[config.mk]
export PLATFORM = sky130hd
export DESIGN_NAME = button_press_classifier_unit
export DESIGN_NICKNAME = d
export VERILOG_FILES = /design/src/rtl/bpc_pkg.sv /design/src/rtl/button_press_classifier_unit.sv
export SDC_FILE = /design/constraint.sdc
export NUM_CORES = 1
export LEC_CHECK = 0
export BUFFER_PORTS_ARGS = -buffer_cell sky130_fd_sc_hd__clkbuf_2
export CORE_ASPECT_RATIO = 1.5
export CORE_MARGIN = 5
export CORE_UTILIZATION = 40
export DETAILED_ROUTE_END_ITERATION = 8
export PLACE_DENSITY = 0.65
export SYNTH_ARGS = -nofsm -noshare
export SYNTH_HDL_FRONTEND = slang
export SYNTH_SLANG_ARGS = --single-unit
[constraint.sdc]
create_clock -name clk -period 3.75 [get_ports clk]
set_clock_uncertainty 0.05 [all_clocks]
set_input_delay 0.375 -clock clk [delete_from_list [all_inputs] [get_ports clk]]
set_output_delay 0.375 -clock clk [all_outputs]
set_load 0.005 [all_outputs]
[src/rtl/bpc_pkg.sv]
`default_nettype none

package bpc_pkg;

	// Press counter width by default; thresholds are always 16 bits wide.
	localparam int COUNT_WIDTH_DEF = 16;
	localparam int THR_W           = 16;

	localparam int CFG_IDX_W  = 3;
	localparam int CFG_DATA_W = 16;

	typedef enum logic [CFG_IDX_W-1:0] {
		CFG_ENABLE           = 3'd0,
		CFG_ACTIVE_LEVEL     = 3'd1,
		CFG_LONG_PRESS_MODE  = 3'd2,
		CFG_ACCEPT_THRESHOLD = 3'd3,
		CFG_HOLD_THRESHOLD   = 3'd4,
		CFG_REPEAT_THRESHOLD = 3'd5
	} cfg_idx_t;

	localparam logic             RST_ENABLE           = 1'b1;
	localparam logic             RST_ACTIVE_LEVEL     = 1'b0;
	localparam logic             RST_LONG_PRESS_MODE  = 1'b0;
	localparam logic [THR_W-1:0] RST_ACCEPT_THRESHOLD = 16'd3;
	localparam logic [THR_W-1:0] RST_HOLD_THRESHOLD   = 16'd50;
	localparam logic [THR_W-1:0] RST_REPEAT_THRESHOLD = 16'd55;

	// Events reported for one tick.
	typedef struct packed {
		logic acting;
		logic long_press;
		logic short_press;
		logic holding;
		logic released_evt;
	} evt_t;

endpackage

`default_nettype wire

[src/rtl/button_press_classifier_unit.sv]
// Button press classifier. Each input beat carries one sampled pin level
// (one filter tick) and produces exactly one result beat of five event
// flags. One beat is accepted per clock cycle while in_stall is low; the result
// appears in the output register in the cycle after acceptance. The classification state
// (pre-press, accepted, release-pending, long-latched flags and a
// saturating press counter) is updated in the same cycle the beat is
// accepted, so consecutive ticks need no gap. in_stall rises only while a
// result sits in the output register and out_stall is high. Configuration
// registers are written through cfg_we/cfg_index/cfg_data and take effect
// from the next accepted tick; writes to unused indexes are ignored. The
// block needs no initialisation pass after reset.
`default_nettype none

module button_press_classifier_unit #(
	parameter int COUNT_WIDTH = bpc_pkg::COUNT_WIDTH_DEF
) (
	input  wire logic                            clk,
	input  wire logic                            arst_n,
	// configuration
	input  wire logic                            cfg_we,
	input  wire logic [bpc_pkg::CFG_IDX_W-1:0]   cfg_index,
	input  wire logic [bpc_pkg::CFG_DATA_W-1:0]  cfg_data,
	// input channel
	input  wire logic                            in_valid,
	output logic                                 in_stall,
	input  wire logic                            pin_level,
	// output channel
	output logic                                 out_valid,
	input  wire logic                            out_stall,
	output logic                                 acting,
	output logic                                 long_press,
	output logic                                 short_press,
	output logic                                 holding,
	output logic                                 released_evt
);

	localparam int THR_W = bpc_pkg::THR_W;
	localparam int EXT_W = (COUNT_WIDTH > THR_W) ? COUNT_WIDTH : THR_W;
	localparam logic [COUNT_WIDTH-1:0] CNT_MAX = '1;

	// configuration registers
	logic             enable_q;
	logic             active_level_q;
	logic             long_mode_q;
	logic [THR_W-1:0] accept_thr_q;
	logic [THR_W-1:0] hold_thr_q;
	logic [THR_W-1:0] repeat_thr_q;

	// classification state
	logic                   pre_press_q;
	logic                   accepted_q;
	logic                   rel_pending_q;
	logic                   long_latched_q;
	logic [COUNT_WIDTH-1:0] count_q;

	logic                   pre_press_d;
	logic                   accepted_d;
	logic                   rel_pending_d;
	logic                   long_latched_d;
	logic [COUNT_WIDTH-1:0] count_d;

	logic                   out_valid_q;
	bpc_pkg::evt_t          res_q;
	bpc_pkg::evt_t          evt_d;

	logic                   in_accept;
	logic                   pressed;
	logic [COUNT_WIDTH-1:0] count_inc;
	logic [EXT_W-1:0]       count_ext;
	logic [EXT_W-1:0]       hold_ext;
	logic [COUNT_WIDTH-1:0] reload;

	assign in_stall  = out_valid_q & out_stall;
	assign in_accept = in_valid & ~in_stall;

	always_ff @(posedge clk or negedge arst_n) begin
		if (!arst_n) begin
			enable_q       <= bpc_pkg::RST_ENABLE;
			active_level_q <= bpc_pkg::RST_ACTIVE_LEVEL;
			long_mode_q    <= bpc_pkg::RST_LONG_PRESS_MODE;
			accept_thr_q   <= bpc_pkg::RST_ACCEPT_THRESHOLD;
			hold_thr_q     <= bpc_pkg::RST_HOLD_THRESHOLD;
			repeat_thr_q   <= bpc_pkg::RST_REPEAT_THRESHOLD;
		end else if (cfg_we) begin
			unique case (bpc_pkg::cfg_idx_t'(cfg_index))
				bpc_pkg::CFG_ENABLE:           enable_q       <= cfg_data[0];
				bpc_pkg::CFG_ACTIVE_LEVEL:     active_level_q <= cfg_data[0];
				bpc_pkg::CFG_LONG_PRESS_MODE:  long_mode_q    <= cfg_data[0];
				bpc_pkg::CFG_ACCEPT_THRESHOLD: accept_thr_q   <= cfg_data[THR_W-1:0];
				bpc_pkg::CFG_HOLD_THRESHOLD:   hold_thr_q     <= cfg_data[THR_W-1:0];
				bpc_pkg::CFG_REPEAT_THRESHOLD: repeat_thr_q   <= cfg_data[THR_W-1:0];
				default: ;
			endcase
		end
	end

	assign pressed   = (pin_level == active_level_q);
	assign count_inc = (count_q == CNT_MAX) ? count_q : count_q + 1'b1;
	assign count_ext = EXT_W'(count_inc);
	assign hold_ext  = EXT_W'(hold_thr_q);
	// clip the reload value to the counter range
	assign reload    = (hold_ext > EXT_W'(CNT_MAX)) ? CNT_MAX : COUNT_WIDTH'(hold_ext);

	always_comb begin
		pre_press_d    = pre_press_q;
		accepted_d     = accepted_q;
		rel_pending_d  = rel_pending_q;
		long_latched_d = long_latched_q;
		count_d        = count_q;
		evt_d          = '0;

		if (enable_q) begin
			if (pressed) begin
				evt_d.acting = 1'b1;
				if (!pre_press_q && !accepted_q) begin
					pre_press_d = 1'b1;
				end else begin
					count_d = count_inc;
					if (!accepted_q && count_ext >= EXT_W'(accept_thr_q)) begin
						pre_press_d   = 1'b0;
						accepted_d    = 1'b1;
						rel_pending_d = 1'b0;
					end
					if (accepted_d && count_ext >= hold_ext) begin
						if (long_mode_q && !long_latched_q) begin
							long_latched_d   = 1'b1;
							evt_d.long_press = 1'b1;
						end else if (!long_mode_q &&
						             count_ext >= EXT_W'(repeat_thr_q)) begin
							count_d           = reload;
							evt_d.short_press = 1'b1;
						end
						evt_d.holding = 1'b1;
					end
				end
			end else begin
				if (pre_press_q) begin
					// bounce before acceptance: drop the pre-press
					pre_press_d    = 1'b0;
					long_latched_d = 1'b0;
				end else if (accepted_q) begin
					if (!rel_pending_q) begin
						rel_pending_d = 1'b1;
					end else begin
						pre_press_d        = 1'b0;
						accepted_d         = 1'b0;
						rel_pending_d      = 1'b0;
						evt_d.short_press  = ~long_latched_q;
						evt_d.released_evt = 1'b1;
						count_d            = '0;
						long_latched_d     = 1'b0;
					end
				end
			end
		end
	end

	always_ff @(posedge clk or negedge arst_n) begin
		if (!arst_n) begin
			pre_press_q    <= 1'b0;
			accepted_q     <= 1'b0;
			rel_pending_q  <= 1'b0;
			long_latched_q <= 1'b0;
			count_q        <= '0;
			out_valid_q    <= 1'b0;
		end else begin
			if (in_accept) begin
				pre_press_q    <= pre_press_d;
				accepted_q     <= accepted_d;
				rel_pending_q  <= rel_pending_d;
				long_latched_q <= long_latched_d;
				count_q        <= count_d;
				out_valid_q    <= 1'b1;
			end else if (!out_stall) begin
				out_valid_q <= 1'b0;
			end
		end
	end

	// hold the result beat while stalled
	always_ff @(posedge clk) begin
		if (in_accept) begin
			res_q <= evt_d;
		end
	end

	assign out_valid    = out_valid_q;
	assign acting       = res_q.acting;
	assign long_press   = res_q.long_press;
	assign short_press  = res_q.short_press;
	assign holding      = res_q.holding;
	assign released_evt = res_q.released_evt;

	a_flags_exclusive: assert property (@(posedge clk) disable iff (!arst_n)
		!(pre_press_q && accepted_q))
		else $error("pre-press and accepted set together");

	a_pending_needs_press: assert property (@(posedge clk) disable iff (!arst_n)
		(rel_pending_q || long_latched_q) |-> accepted_q)
		else $error("release pending or long latch without accepted press");

	a_long_short_apart: assert property (@(posedge clk) disable iff (!arst_n)
		out_valid_q |-> !(res_q.long_press && res_q.short_press))
		else $error("long and short press in one beat");

	a_release_clears: assert property (@(posedge clk) disable iff (!arst_n)
		(out_valid_q && res_q.released_evt) |-> (!accepted_q && count_q == '0))
		else $error("press state left after release event");

	a_holding_accepted: assert property (@(posedge clk) disable iff (!arst_n)
		(out_valid_q && res_q.holding) |-> accepted_q)
		else $error("holding reported without accepted press");

endmodule

`default_nettype wire

; ---- Word-level counts from Yosys, hierarchy flattened
; Cells that the tools add are included.
[word_totals]
regBits = 77
latchBits = 0
ramBits = 0
mem_bits_ro = 0
inputBits = 25
output_inout_bits = 7
wordCells = 118
n_memories = 0
[op_classes]
n_addsub = 1
n_mul = 0
div = 0
n_lt_le_gt_ge = 4
eq_ne = 14
shift = 0
n_mux = 46
bitwise = 8
n_reduce_logical = 28
[op_table]
columns = cell, n
row1 = $mux 16, 10
row2 = $ge 16x16->1, 3
row3 = $mux 1, 33
row4 = $add 16x1->16 const B, 1
row5 = $eq 16x16->1 const B, 1
row6 = $gt 16x16->1 const B, 1
row7 = $reduce_and 2->1, 6
row8 = $reduce_and 6->1, 2
row9 = $ne 2x1->1 const B, 5
row10 = $reduce_or 4->1, 2
row11 = $reduce_and 7->1, 1
row12 = $eq 3x2->1 const B, 2
row13 = $eq 3x3->1 const B, 2
row14 = $mux 3, 2
row15 = $not 1->1, 6
row16 = $reduce_bool 3->1, 2
row17 = $logic_and 1x1->1, 5
row18 = $logic_not 1->1, 4
row19 = $reduce_and 4->1, 1
row20 = $reduce_bool 2->1, 2
row21 = $eq 3x1->1 const B, 1
row22 = $logic_not 3->1, 1
row23 = $ne 3x1->1 const B, 1
row24 = $reduce_and 3->1, 1
row25 = 5 further kinds, 6

; ---- Longest topological paths before layout
; Gate-level depths: netlist of the first run.
[depth]
word_depth = 12
depth_mapped = 16
mapped_depth_nobuf = 13

; ---- Worst setup path after synthesis of the first run
; No wires, ideal clock.
[synth_path]
path_kind = flip-flop to flip-flop
start = reg count_q[6]
end = reg res_q, in the netlist short_press, data pin
setup_time_ns = 0.271
arrival_ns = 3.301
required_time_ns = 3.429
slack_ns = 0.129
stages_incl_launch_ff = 15
n_path_buf = 3
period_less_slack_ns = 3.621
cell_sequence = dfrtp_1 -> clkbuf_1 -> nand4_1 -> nor2_1 -> nand3b_1 -> clkbuf_1 -> xnor2_1 -> ha_1 -> nand2b_4 -> a2111oi_4 -> nor3_1 -> or4_4 -> o211ai_4 -> buf_6 -> o32ai_1
[synth_via]
elab_chain_cells = 12
word_cells_on_any_way = 18
cone_classes = add/sub (1) / order compare (3) / eq/ne (1) / mux (10) / reduce/logical (3)
[synth_rtl]
columns = element, line
row1 = from (decl), button_press_classifier_unit.sv:54  ; logic [COUNT_WIDTH-1:0] count_q;
row2 = from (signal assigned), button_press_classifier_unit.sv:172  ; count_q <= count_d;
row3 = $add 16x1->16 or $eq 16x16->1 (tied branches), button_press_classifier_unit.sv:98  ; assign count_inc = (count_q == CNT_MAX) ? count_q : count_q + 1'b1;
row4 = $mux 16 (*), button_press_classifier_unit.sv:98
row5 = $ge 16x16->1, button_press_classifier_unit.sv:119  ; if (!accepted_q && count_ext >= EXT_W'(accept_thr_q)) begin
row6 = $logic_and 1x1->1, button_press_classifier_unit.sv:119
row7 = $mux 1, button_press_classifier_unit.sv:119
row8 = $mux 1, button_press_classifier_unit.sv:115  ; if (!pre_press_q && !accepted_q) begin
row9 = $mux 1, button_press_classifier_unit.sv:113  ; if (pressed) begin
row10 = $mux 1, button_press_classifier_unit.sv:112  ; if (enable_q) begin
row11 = $logic_and 1x1->1, button_press_classifier_unit.sv:124  ; if (accepted_d && count_ext >= hold_ext) begin
row12 = $mux 3 (*), button_press_classifier_unit.sv:124
row13 = $mux 3 (*), button_press_classifier_unit.sv:115
row14 = $mux 1 (*), button_press_classifier_unit.sv:113
row15 = to (signal assigned), button_press_classifier_unit.sv:183  ; res_q <= evt_d;
row16 = to (decl), button_press_classifier_unit.sv:63  ; bpc_pkg::evt_t res_q;
; Mark *: on every way between the ends. The rest lies on a longest branch, timed or not. The select of a mux whose other input is x is not followed.
; A chain may end at the register's enable or synchronous reset.

; ---- Worst setup path after layout of the first run
[layout_path]
start = reg count_q[1]
end = reg count_q[9]
[layout_via]
elab_chain_cells = 12
word_cells_on_any_way = 18
cone_classes = add/sub (1) / order compare (3) / eq/ne (1) / mux (10) / reduce/logical (3)
[layout_rtl]
columns = element, line
row1 = $add 16x1->16 or $eq 16x16->1 (tied branches), button_press_classifier_unit.sv:98
row2 = $mux 16 (*), button_press_classifier_unit.sv:98
row3 = $ge 16x16->1, button_press_classifier_unit.sv:119
row4 = $logic_and 1x1->1, button_press_classifier_unit.sv:119
row5 = $mux 1, button_press_classifier_unit.sv:119
row6 = $mux 1, button_press_classifier_unit.sv:115
row7 = $mux 1, button_press_classifier_unit.sv:113
row8 = $mux 1, button_press_classifier_unit.sv:112
row9 = $logic_and 1x1->1, button_press_classifier_unit.sv:124
row10 = $mux 16 (*), button_press_classifier_unit.sv:124
row11 = $mux 16 (*), button_press_classifier_unit.sv:115
row12 = $mux 16 (*), button_press_classifier_unit.sv:113
; Marked as above.

==> results_dict.tcl, run 1 <==
set metrics [dict create \
    run_status "complete, no violations" \
    grt_pass1_vias 3764 \
    startpoint "count_q[1]" \
    clockBufferDepth 2 \
    nFillCells 1076 \
    worstHoldEndpoint "out_valid" \
    die_area_um2 14020 \
    fin_crit_sh 0.9607 \
    p_leak_nw 2.598 \
    yosysWarningCount 0 \
    yosysTopAreaCellShare 0.3259 \
    port_buffers 31 \
    row_count 48 \
    grt_max_degree 34 \
    htree_levels 3 \
    initial_utilization 0.4084 \
    final_max_slew_viol_count 0 \
    arrival_ns 3.78 \
    holdCritPathClass "in -> reg" \
    gp_congestion 0.8948 \
    syn_nets 546 \
    slew_headroom 0.3350 \
    vias 3692 \
    routed_via_density 5.445 \
    setup_violations 0 \
    nets 597 \
    grt_first_pass_wirelength_mm 18.60 \
    drv_cap 0 \
    wirelength_mm 11.09 \
    drc 0 \
    netlist_instances 472 \
    synth_edf_count 5 \
    synth.distinct_cells 50 \
    synth.avg_cell_area_um2 9.925 \
    yosys_register_bits 77 \
    ys_seq_area_frac 0.4196 \
    hold_violations 0 \
    r2r_cells 13 \
    cp_data_required_time_ns 3.92 \
    layout_common_cells "dfrtp_1, nand2_1, inv_1, ha_1, mux2_2" \
    drt_iter0_markers 325 \
    coreArea_um2 11470 \
    worstSetupPathType "reg -> reg" \
    die_h_um 142.5 \
    ff2ff_setup_slack_ns 0.15 \
    layout_setup_ws_ns 0.1475 \
    yosysTopAreaCell "dfrtp_1" \
    area_delta_synth_final_pct 17.39 \
    first_pass_iters 5 \
    cts-root-buf "clkbuf_16" \
    final_common_cell "dfrtp_1" \
    async_flop_share 0.9351 \
    cts_tree "built" \
    fmax_mhz 277.6 \
    endpoint_kind "flop" \
    hold_start "in_valid" \
    total_power_mw 2.722 \
    syn_area_um2 4684 \
    routedWlPerCell_um 16.36 \
    ir_drop_v 0.0002270 \
    hold_depth 2 \
    numCtsBuffers 9 \
    yosys-top-cells-area "dfrtp_1, ha_1, mux2_2, dfstp_2, nand2_1" \
    r2r-end "count_q[9]" \
    post-place-ws_ns 0.02741 \
    r2r-start "count_q[1]" \
    cp-start-kind "flop" \
    p_per_area_nw_per_um2 495.0 \
    crit_fanout 14 \
    track_usage 0.1676 \
    dp_hpwl_mm 8.453 \
    synth_top_flop_cell "dfrtp_1" \
    diodes 0 \
    drive_above_1_share 0.2500 \
    num_io_pins 32 \
    cts_num_sinks 77 \
    antenna_left 0 \
    clk_latency_ns 0.34 \
    period_minus_slack_ns 3.603 \
    overflow 0 \
    path_clk_slew_ns 0.06 \
    antenna_found_initial 0 \
    dieWidth_um 98.36 \
    tightest_slew_ns 0.9947 \
]
stage by stage:
step / instance area, um^2 / setup TNS, ns / hold slack [ns] / cells / utilization
global placement: 5135 / 0 / 0.2649 / 660 / 0.4476
detailed placement: 5135 / 0 / 0.2803 / 660 / 0.4476
CTS: 5475 / 0 / 0.1833 / 677 / 0.4773
global route: 5499 / -0.01315 / 0.2069 / 678 / 0.4794
floorplan: 4684 / 0 / 0.02941 / 472 / -
finish: 5499 / 0 / 0.1940 / 678 / 0.4794
layer usage:
| metal | global-route usage | vias to the layer above | routed length (um) |
|---|---|---|---|
| li1 | - | 1774 | - |
| met1 | 0.1927 | 1781 | 4483 |
| met2 | 0.2959 | 112 | 5737 |
| met3 | 0.03531 | 25 | 457 |
| met4 | 0.07914 | 0 | 413 |
| met5 | 0 | - | 0 |
synthesized netlist by cell type, types with 3 or more instances:
cell and n:
a21o_1 4, a21oi_1 19, and3_1 8, and4_1 4
clkbuf_1 12, dfrtp_1 61, dfstp_2 11, edfxtp_1 5
ha_1 49, inv_1 50, mux2_2 39, nand2_1 52
nand3_1 26, nand3b_1 3, nand4_1 7, nor2_1 18
nor3_1 8, o21ai_0 29, o21ai_1 4, o311ai_1 15
xnor2_1 9, xor2_1 4
cells by family after synthesis:
logic type / count (synthesis) / synth area share
AO/OA/AOI/OAI: 86 / 0.1229
XOR/XNOR: 13 / 0.02431
adder cells (fa/ha/maj): 49 / 0.1309
buffers and inverters: 65 / 0.05609
flip-flops: 77 / 0.4196
multiplexers: 40 / 0.09589
AND/OR/NAND/NOR: 142 / 0.1504
timing repair:
| item | CTS | global route |
|---|---|---|
| hold endpoints to repair | 8 | 0 |
| endpoints found under the setup margin | 3 | 19 |
| resized for setup | 2 | 7 |
| hold buffers | 1 | 0 |
| setup buffers | 0 | 1 |
| pin swaps | 0 | 1 |
worst max-delay path by stage:
stage / end / slack [ns] / cells past startpoint
after detailed placement: count_q[9] / 0.03 / 15
final: count_q[9] / 0.15 / 13
after CTS: long_press / 0.08 / 13
after global placement: count_q[14] / 0.11 / 15
after global routing: count_q[9] / -0.007 / 15
after floorplan: short_press / 0.13 / 14
sequential cells by signal, summed over array words and instances, names as in the netlist, 16 cells and up:
name          count
accept_thr_q     16
count_q          16
hold_ext         16
repeat_thr_q     16
worst max-delay path, stage by stage, from the launching register on:
cell and delay, ns:
dfrtp_1 0.42, ha_1 0.24, and2_4 0.17, nand3b_1 0.12, buf_4 0.15, mux2_2 0.38, ha_1 0.33, a2111oi_4 0.36
nor3_1 0.10, or4_4 0.56, o211ai_4 0.25, buf_6 0.19, nand3_1 0.09, o311ai_1 0.10
area by class of cell:
class	instances	area, um^2	area share
multi-input cells	330	2486	0.4521
flip-flops and latches	77	1968	0.3579
repair buffers	55	354.1	0.06439
clock buffers	9	225.2	0.04096
inverters	50	187.7	0.03413
well taps	150	187.7	0.03413
clock inverters	7	90.09	0.01638
power by group:
group          switching [mW]  total [mW]  internal (mW)
Clock                   0.345       0.924          0.579
Sequential             0.0827        1.08           1.00
Combinational           0.388       0.714          0.327
Total                   0.816        2.72           1.91
No activity file was read; power rests on OpenSTA's default activity.
==> inputs of run 2 (changes only) <==
--- a/config.mk
+++ b/config.mk
@@ -5,6 +5,7 @@
 export SDC_FILE = /design/constraint.sdc
 export NUM_CORES = 1
 export LEC_CHECK = 0
+export ABC_AREA = 1
 export BUFFER_PORTS_ARGS = -buffer_cell sky130_fd_sc_hd__clkbuf_2
 export CORE_ASPECT_RATIO = 1.5
 export CORE_MARGIN = 5
==> run 2 against run 1 <==
- hold slack worse by 0.20 ns
- synthesized area up 9.7%
- cell count up 30%
- critical endpoint is now count_q[4]
- die area up 8.8%
- global-route usage up 0.34 points
- highest routed layer unchanged
- the flow now finishes with violations (negative hold slack)
- sequential power up 16%
- largest power group is now combinational cells
- setup slack better by 0.18 ns
- register-to-register slack better by 0.18 ns
- first-iteration DRC count down 29%
==> results_dict.tcl, run 2 <==
set metrics [dict create \
    htree_levels 3 \
    antenna_left 0 \
    syn_nets 764 \
    path_clk_slew_ns 0.06 \
    design_area_um2 5769 \
    vias 4399 \
    dp_hpwl_mm 9.581 \
    synth-simple-area-share 0.2757 \
    run_status "complete, but fails checks" \
    antenna_found_initial 0 \
    grt_first_pass_wirelength_mm 20.88 \
    routed_via_density 4.988 \
    yosys-top-cells-area "dfrtp_1, nand2_1, ha_1, inv_1, dfstp_2" \
    synth_fa_ha_area_frac 0.1193 \
    syn_area_um2 5137 \
    netlist_instances 690 \
    instances_no_fill 882 \
    timing.hold.ws_ns -0.004795 \
    cp-start-kind "flop" \
    synth_compound_area_frac 0.1086 \
    overflow 0 \
    ir_drop_v 0.0003261 \
    grt_max_degree 47 \
    drive_above_1_share 0.1488 \
    fin_crit_sh 0.9129 \
    first_pass_iters 4 \
    cts_num_sinks 77 \
    dieWidth_um 102.5 \
    synth_top_family_by_area "simple AND/OR/NAND/NOR gates" \
    power_frac_clock 0.225 \
    clockBufferDepth 2 \
    ys_seq_area_frac 0.3826 \
    worstSetupPathType "reg -> reg" \
    p_sw_mw 1.819 \
    seqPwrFrac 0.295 \
    clk_latency_ns 0.34 \
    gp_congestion 0.8966 \
    diodes 0 \
    p_leak_nw 3.115 \
    layout_common_cells "nand2_1, inv_1, dfrtp_1, o21ai_0, ha_1" \
    violations "negative hold slack" \
    power.share.switching 0.4309 \
    area_delta_synth_final_pct 12.30 \
    grt_pass1_vias 4525 \
    slew_headroom 0.2616 \
    hold_violations 6 \
    routedWlPerCell_um 13.80 \
    placed_area_um2 5438 \
    initial_utilization 0.4086 \
    die_area_um2 15260 \
    rsz0062_at_grt "no" \
    tightest_slew_ns 1.105 \
    synth.distinct_cells 42 \
    postCtsSetupBuffers 0 \
    async_flop_share 0.9351 \
    yosysTopAreaCellShare 0.2971 \
    drt_iter0_markers 232 \
    num_io_pins 32 \
    synth_edf_count 5 \
    setup_violations 0 \
    period_minus_slack_ns 3.423 \
    coreArea_um2 12570 \
    drv_cap 0 \
    cts_tree "built" \
    endpoint_kind "flop" \
    synth.avg_cell_area_um2 7.446 \
    intPower_mw 2.403 \
    die_h_um 148.8 \
    fmax_mhz 292.1 \
    combPwrFrac 0.480 \
    nets 795 \
    drc 0 \
    row_count 50 \
    total_power_mw 4.222 \
    holdCritPathClass "in -> async" \
    arrival_ns 3.64 \
    yosysTopAreaCell "dfrtp_1" \
    fin_setup_tns_ns 0 \
    place_inst 866 \
    yosys_register_bits 77 \
    synth_top_flop_cell "dfrtp_1" \
    synth_mux_area_frac 0 \
    p_per_area_nw_per_um2 731.8 \
    synth.most_common_cell "nand2_1" \
    track_usage 0.1710 \
    yosysWarningCount 0 \
    wirelength_mm 12.17 \
    cp_data_required_time_ns 3.97 \
    final_common_cell "nand2_1" \
    yosys.area_share.xor_xnor 0.008524 \
    cts-root-buf "clkbuf_16" \
    numCtsBuffers 9 \
    post-route-util 0.4588 \
    final_max_slew_viol_count 0 \
    port_buffers 31 \
    synthTopCellsByCount "nand2_1, inv_1, dfrtp_1" \
    crit_fanout 11 \
]
-- run 2: kinds of logic (layout without fill, tap and decap cells) --
| kind of cell | after synthesis | in the layout |
|---|---|---|
| simple gates | 318 | 318 |
| buf+inv | 138 | 174 |
| compound gates | 103 | 103 |
| flops | 77 | 77 |
| fa+ha+maj | 49 | 49 |
| xor+xnor | 5 | 5 |
-- run 2: path summary, 6_finish.rpt --
| kind | start | endpoint | slack, ns | cells after the start |
|---|---|---|---|---|
| max in group asynchronous | arst_n | hold_ext[15] | 2.63 | 2 |
| setup / recovery | count_q[1] | count_q[4] | 0.33 | 21 |
| hold / removal | arst_n | accept_thr_q[4] | -0.005 | 1 |
| min in group clk | in_valid | out_valid | 0.18 | 3 |
| setup reg to reg | count_q[1] | count_q[4] | 0.33 | 21 |
| hold reg to reg | accept_thr_q[8] | accept_thr_q[8] | 0.43 | 2 |
-- run 2: power by group through the flow --
stage,clock network (mW),registers [mW],logic (mW)
floorplan,0,1.20,1.52
global placement,0,1.25,1.94
detailed placement,0,1.26,2.00
CTS,0.962,1.25,2.02
global route,1.00,1.28,2.34
finish,0.950,1.25,2.03
-- run 2: per-layer routing --
layer / GRT usage / share of wire / routed length, um / vias to the layer above
li1: - / - / - / 2248
met1: 0.1982 / 0.41 / 4997 / 2041
met2: 0.3085 / 0.54 / 6518 / 87
met3: 0.02293 / 0.029 / 350 / 23
met4: 0.07157 / 0.025 / 306 / 0
met5: 0 / 0 / 0 / -
-- run 2: critical path, stage by stage, from the launching register on --
cell and delay (ns):
dfrtp_1 0.41, ha_1 0.23, nand3_2 0.12, inv_2 0.12, nand3_2 0.12, nor2_4 0.14, nand2_1 0.11, nand2_1 0.09
xor2_1 0.25, inv_1 0.13, ha_1 0.31, a21oi_1 0.20, o21a_1 0.13, nand2_1 0.08, nand2_1 0.09, nand3_1 0.11
nand2_1 0.15, nor2_2 0.06, buf_4 0.17, nand2_1 0.07, nand2_1 0.05, o21ai_1 0.16
-- run 2: repair_timing --
item | CTS | global route
setup endpoints to repair | 0 | 17
hold buffers | 0 | 0
resized for setup | 0 | 1
-- run 2: layout make-up --
cell class                 instances  area, um^2
multi-input combinational        475        2636
clock buffer                      11       242.7
inverter                         124       467.9
clock inverter                     5       83.83
sequential                        77        1966
timing repair buffer              34       177.7
fill                            1245        6805
tap                              156       195.2
-- run 2: metrics by stage --
| step | setup WS (ns) | hold slack (ns) |
|---|---|---|
| 6_report | 0.3267 | -0.004795 |
| 5_1_grt | 0.01064 | 0.04201 |
| 4_1_cts | 0.3180 | 0.01523 |
| 3_5_place_dp | 0.3314 | 0.3779 |
| 3_3_place_gp | 0.3775 | 0.3678 |
| 2_1_floorplan | 0.8556 | 0.02941 |
